[src/scfla_pkg.sv]
// package for the size class free list allocator
// transaction types, status codes; no dependencies
package scfla_pkg;

   localparam int ADDR_W = 20;
   localparam int SIZE_W = 11;
   localparam int REQ_W  = 16;
   localparam int STAT_W = 3;

   typedef enum logic [STAT_W-1:0] {
      STAT_GRANTED   = 3'd0,
      STAT_RELEASED  = 3'd1,
      STAT_TOO_LARGE = 3'd2,
      STAT_EXHAUSTED = 3'd3,
      STAT_LIST_FULL = 3'd4
   } status_type;

   typedef struct packed {
      logic              kind;
      logic [REQ_W-1:0]  req_size;
      logic [ADDR_W-1:0] block_addr;
   } req_type;

   typedef struct packed {
      logic [ADDR_W-1:0] grant_addr;
      logic [SIZE_W-1:0] grant_size;
      logic [STAT_W-1:0] status;
   } rsp_type;

   // controller to datapath
   typedef struct packed {
      logic load;       // capture request
      logic pop;        // decrement class top, read list
      logic push;       // write block_addr on class list
      logic bump;       // bump allocate from open page
      logic carve_init; // start carving at class below request
      logic carve_load; // take the top of the carve class from the top memory
      logic carve_step; // one carve action
      logic new_page;   // open next page and allocate
      logic respond;    // emit result
      status_type stat;
   } cmd_type;

   // datapath to controller
   typedef struct packed {
      logic oversize;
      logic is_free;
      logic top_full;   // request class list full
      logic top_empty;  // request class list empty
      logic fits;       // rounded size fits in open page
      logic carve_done;
      logic carve_ok;   // carve class takes one more block
      logic pool_full;
   } sts_type;

endpackage

[src/scfla_ctrl.sv]
// controller state machine of the allocator
// depends on scfla_pkg
module scfla_ctrl import scfla_pkg::*; (
   input  logic    clock,
   input  logic    reset,
   input  logic    start,
   output logic    busy,
   input  sts_type sts,
   output cmd_type cmd
);
   typedef enum logic [8:0] {
      S_IDLE   = 9'b000000001,
      S_TOPA   = 9'b000000010,
      S_DECIDE = 9'b000000100,
      S_POPR   = 9'b000001000,
      S_CLOAD  = 9'b000010000,
      S_CFETCH = 9'b000100000,
      S_CARVE  = 9'b001000000,
      S_PAGE   = 9'b010000000,
      S_DONE   = 9'b100000000
   } state_type;

   state_type state_ff, state_in;
   status_type stat_ff, stat_in;

   always_ff @(posedge clock) begin
      if (reset) begin
         state_ff <= S_IDLE;
         stat_ff  <= STAT_GRANTED;
      end else begin
         state_ff <= state_in;
         stat_ff  <= stat_in;
      end
   end

   assign busy = (state_ff != S_IDLE);

   always_comb begin
      state_in = state_ff;
      stat_in  = stat_ff;
      cmd      = '0;
      cmd.stat = stat_ff;
      case (state_ff)
         S_IDLE: begin
            if (start) begin
               cmd.load = 1'b1;
               state_in = S_TOPA;
            end
         end
         S_TOPA: state_in = S_DECIDE;
         S_DECIDE: begin
            if (sts.oversize) begin
               stat_in = STAT_TOO_LARGE; state_in = S_DONE;
            end else if (sts.is_free) begin
               cmd.push = !sts.top_full;
               stat_in  = sts.top_full ? STAT_LIST_FULL : STAT_RELEASED;
               state_in = S_DONE;
            end else if (!sts.top_empty) begin
               cmd.pop = 1'b1; stat_in = STAT_GRANTED; state_in = S_POPR;
            end else if (sts.fits) begin
               cmd.bump = 1'b1; stat_in = STAT_GRANTED; state_in = S_DONE;
            end else begin
               cmd.carve_init = 1'b1; state_in = S_CLOAD;
            end
         end
         S_POPR: state_in = S_DONE;
         S_CLOAD: begin
            if (sts.carve_done) state_in = S_PAGE;
            else state_in = S_CFETCH;
         end
         S_CFETCH: begin
            cmd.carve_load = 1'b1;
            state_in = S_CARVE;
         end
         S_CARVE: begin
            cmd.carve_step = 1'b1;
            if (!sts.carve_ok) state_in = S_CLOAD;
         end
         S_PAGE: begin
            if (sts.pool_full) stat_in = STAT_EXHAUSTED;
            else begin
               cmd.new_page = 1'b1; stat_in = STAT_GRANTED;
            end
            state_in = S_DONE;
         end
         S_DONE: begin
            cmd.respond = 1'b1;
            state_in = S_IDLE;
         end
         default: state_in = S_IDLE;
      endcase
   end
endmodule

[config.mk]
export PLATFORM = sky130hd
export DESIGN_NAME = scfla_ctrl
export DESIGN_NICKNAME = d
export VERILOG_FILES = /design/src/scfla_pkg.sv /design/src/scfla_ctrl.sv
export SDC_FILE = /design/constraint.sdc
export NUM_CORES = 1
export LEC_CHECK = 0
export ABC_AREA = 1
export BUFFER_PORTS_ARGS = -buffer_cell sky130_fd_sc_hd__buf_2
export CAP_MARGIN = 30
export CORE_MARGIN = 8
export CORE_UTILIZATION = 50
export CTS_BUF_LIST = sky130_fd_sc_hd__clkbuf_8
export CTS_CLUSTER_DIAMETER = 60
export DETAILED_ROUTE_END_ITERATION = 10
export PLACE_DENSITY = 0.83
export SLEW_MARGIN = 0
export SYNTH_ARGS = -nofsm -noshare
export SYNTH_HDL_FRONTEND = slang
export SYNTH_SLANG_ARGS = --single-unit
[constraint.sdc]
create_clock -name clock -period 1.3 [get_ports clock]
set_input_delay 0.26 -clock clock [delete_from_list [all_inputs] [get_ports clock]]
set_output_delay 0.26 -clock clock [all_outputs]
set_load 0.01 [all_outputs]
==> metrics.csv <==
stage,metric,value,unit
power_and_ir_drop,swShare,0.4321,
power_and_ir_drop,clkPwrFrac,0.185,
clock_network,clock_sinks,12,
setup_path,cp.arrival,1.34,ns
floorplan,rows,15,
sta,setup_violations,19,
clock_network,clock_path_buffers,2,
sta,skew,0.001039,ns
synthesis,ys_ff_latch,12,
clock_network,tritoncts,done,
synthesis,synth_flop_cell,dfxtp_1,
synthesis,synth-edff-count,0,
placed_design,post-dp-hpwl,1707,um
sta,hold_viol_final,0,
sta,slew_violations,0,
floorplan,die_area,3260,um^2
placed_design,port_buffers,23,
clock_network,path_clk_slew,0.06,ns
setup_path,cp-start-kind,flip-flop,
global_route,grt_max_degree,8,
min_path,min_path_type,in2reg,
floorplan,dieHeight,57.10,um
clock_network,cts_buffers,3,
clock_network,root_buffer,clkbuf_8,
setup_path,crit_type,reg2out,
global_route,grt_overflow,0,
synthesis,ys_seq_area_frac,0.2844,
sta,period_needed,1.601,ns
clock_network,clk_latency,0.25,ns
sta,holdWs,0.2089,ns
synthesis,synthCells,129,
synthesis,synthArstFlopShare,0,
global_route,grt_pass1_vias,1009,
finish,multi_input_area,638.1,um^2
detailed_routing,vias,1047,
detailed_routing,wire_per_inst,16.25,um
outcome,status,"complete, but fails checks",
global_route,grt_pass1_wl,4209,um
detailed_routing,dr.pass1.iters,4,
sta,setup_tns,-3.164,ns
finish,drive_gt1_frac,0.5650,
synthesis,avgSynthCellArea,6.547,um^2
detailed_routing,routed_wl,3152,um
power_and_ir_drop,intPower,1.325,mW
detailed_routing,drcViolationCount,0,
synthesis,yosys_warnings,0,
global_route,grtUsageTotal,0.1546,
sta,min_period_over_period,1.232,
job,drv_cap,0,
outcome,failed_checks,setup timing,
placed_design,finalWeightedCongestion,0.8986,
sta,setup_slack,-0.3013,ns
power_and_ir_drop,power,2.333,mW
finish,n_antenna_cell,0,
synthesis,synth_cell_types,22,
setup_path,critPathCaptureType,output pin,
power_and_ir_drop,p_sw,1.008,mW
power_and_ir_drop,p_comb_frac,0.600,
sta,worstMarginPinSlew,0.3956,ns
floorplan,dieWidth,57.10,um
floorplan,start_util,0.5114,
clock_network,htree_levels,1,
setup_path,cp.required,1.04,ns
power_and_ir_drop,peakVddDrop,1242,uV
finish,fill_cells,105,
sta,grt_setup_unrepaired,true,
detailed_routing,detail-route-antenna-nets,0,
synthesis,syn_area,844.6,um^2
sta,slew_headroom,0.7353,
power_and_ir_drop,power_frac_seq,0.215,
detailed_routing,first_iter_violations,55,
global_route,antenna_found_initial,0,
placed_design,dp_slack,-0.04495,ns
finish,seq_area,254.0,um^2
floorplan,ioPinCount,24,
floorplan,core,1652,um^2
sta,max_freq,624.5,MHz
finish,nets,189,
synthesis,syn-num-nets,140,
detailed_routing,vias_per_cell,5.397,
power_and_ir_drop,leakagePower,0.7340,nW
setup_path,cp_max_fo,5,
power_and_ir_drop,cellPowerDensity,1701,nW/um^2
finish,area_growth,62.37,%
## cell usage after synthesis, types with 2 or more instances
| cell type | count | area (um^2) |
|---|---|---|
| nor3_1 | 3 | 15.01 |
| nand2_4 | 4 | 45.04 |
| nor4_1 | 2 | 12.51 |
| nand2_2 | 4 | 25.02 |
| nand3_1 | 5 | 25.02 |
| dfxtp_1 | 12 | 240.2 |
| nor2_1 | 25 | 93.84 |
| nand3_2 | 3 | 30.03 |
| nand2_1 | 28 | 105.1 |
| nor2_2 | 4 | 25.02 |
| inv_1 | 22 | 82.58 |
| inv_2 | 2 | 7.510 |
| a21oi_1 | 3 | 15.01 |
| nor2_4 | 4 | 45.04 |
## cell usage in the layout, fill, tap and decap left out, types with 3 or more instances in the layout
| cell | synthesis | layout |
|---|---|---|
| a21oi_1 | 3 | 3 |
| buf_2 | 0 | 21 |
| buf_4 | 0 | 16 |
| buf_6 | 0 | 7 |
| clkbuf_8 | 0 | 4 |
| dfxtp_1 | 12 | 3 |
| dfxtp_2 | 0 | 8 |
| inv_1 | 22 | 21 |
| nand2_1 | 28 | 21 |
| nand2_2 | 4 | 7 |
| nand2_4 | 4 | 8 |
| nand3_2 | 3 | 3 |
| nand3_4 | 0 | 3 |
| nor2_1 | 25 | 21 |
| nor2_2 | 4 | 3 |
| nor2_4 | 4 | 9 |
## registers in the layout, summed over array words and instances (netlist names)
name and flops:
state_ff 9, stat_ff 3
## timing repair
item                       CTS  global route
gates resized for setup     17            32
cloned                       0             0
hold buffers                 0             0
setup endpoints to repair   12            19
buffers inserted            13             5
pin swaps                   12            10
## cell type report
cell class	instances	area share
clock buffer	4	0.04015
inverter	25	0.07208
multi-input combinational	92	0.4653
sequential	12	0.1852
tap	17	0.01551
timing repair buffer	44	0.2217
## final timing paths
path | from | endpoint | slack (ns) | cells past startpoint
worst max-delay path | state_ff[5]$_SDFFE_PP0P_ | cmd[8] | -0.30 | 6
worst min-delay path | sts[2] | state_ff[5]$_SDFFE_PP0P_ | 0.21 | 2
worst max register to register | state_ff[5]$_SDFFE_PP0P_ | state_ff[4]$_SDFFE_PP0P_ | -0.22 | 11
worst min register to register | stat_ff[2]$_SDFFE_PP0P_ | stat_ff[2]$_SDFFE_PP0P_ | 0.50 | 2
## cell families (layout without fill, tap and decap cells)
kind of cell / count (synthesis) / after routing / synth area share
simple gates: 87 / 87 / 0.5718
compound gates: 5 / 5 / 0.02961
buf+inv: 25 / 73 / 0.1141
flops: 12 / 12 / 0.2844
## power by group through the flow
stage / Clock, mW / Sequential (mW) / Combinational [mW]
global route: 0.446 / 0.508 / 1.49
detailed placement: 0 / 0.492 / 0.817
floorplan: 0 / 0.493 / 0.586
CTS: 0.423 / 0.500 / 1.01
finish: 0.432 / 0.502 / 1.40
global placement: 0 / 0.488 / 0.779
## per-layer routing
layer	share of wire	wire, um	GRT usage	vias up
met2	0.50	1585	0.2744	55
li1	-	-	-	490
met1	0.40	1263	0.1716	491
met3	0.063	199	0.03769	11
met4	0.033	104	0.05705	0
met5	0	0	0	-
## metrics by stage
stage | cells | util | area [um^2]
after floorplan | 129 | - | 850.8
after global placement | 172 | 0.6114 | 1010
after detailed placement | 172 | 0.6114 | 1010
after CTS | 189 | 0.7295 | 1205
after global routing | 194 | 0.8303 | 1371
final | 194 | 0.8303 | 1371
## worst max-delay path, stage by stage, from the launching register on
cell and delay [ns]:
dfxtp_2 0.34, nor2_4 0.16, nand2_4 0.09, inv_4 0.11
nand2_4 0.08, nor4_2 0.13, buf_2 0.17
No activity file was read; power rests on OpenSTA's default activity.
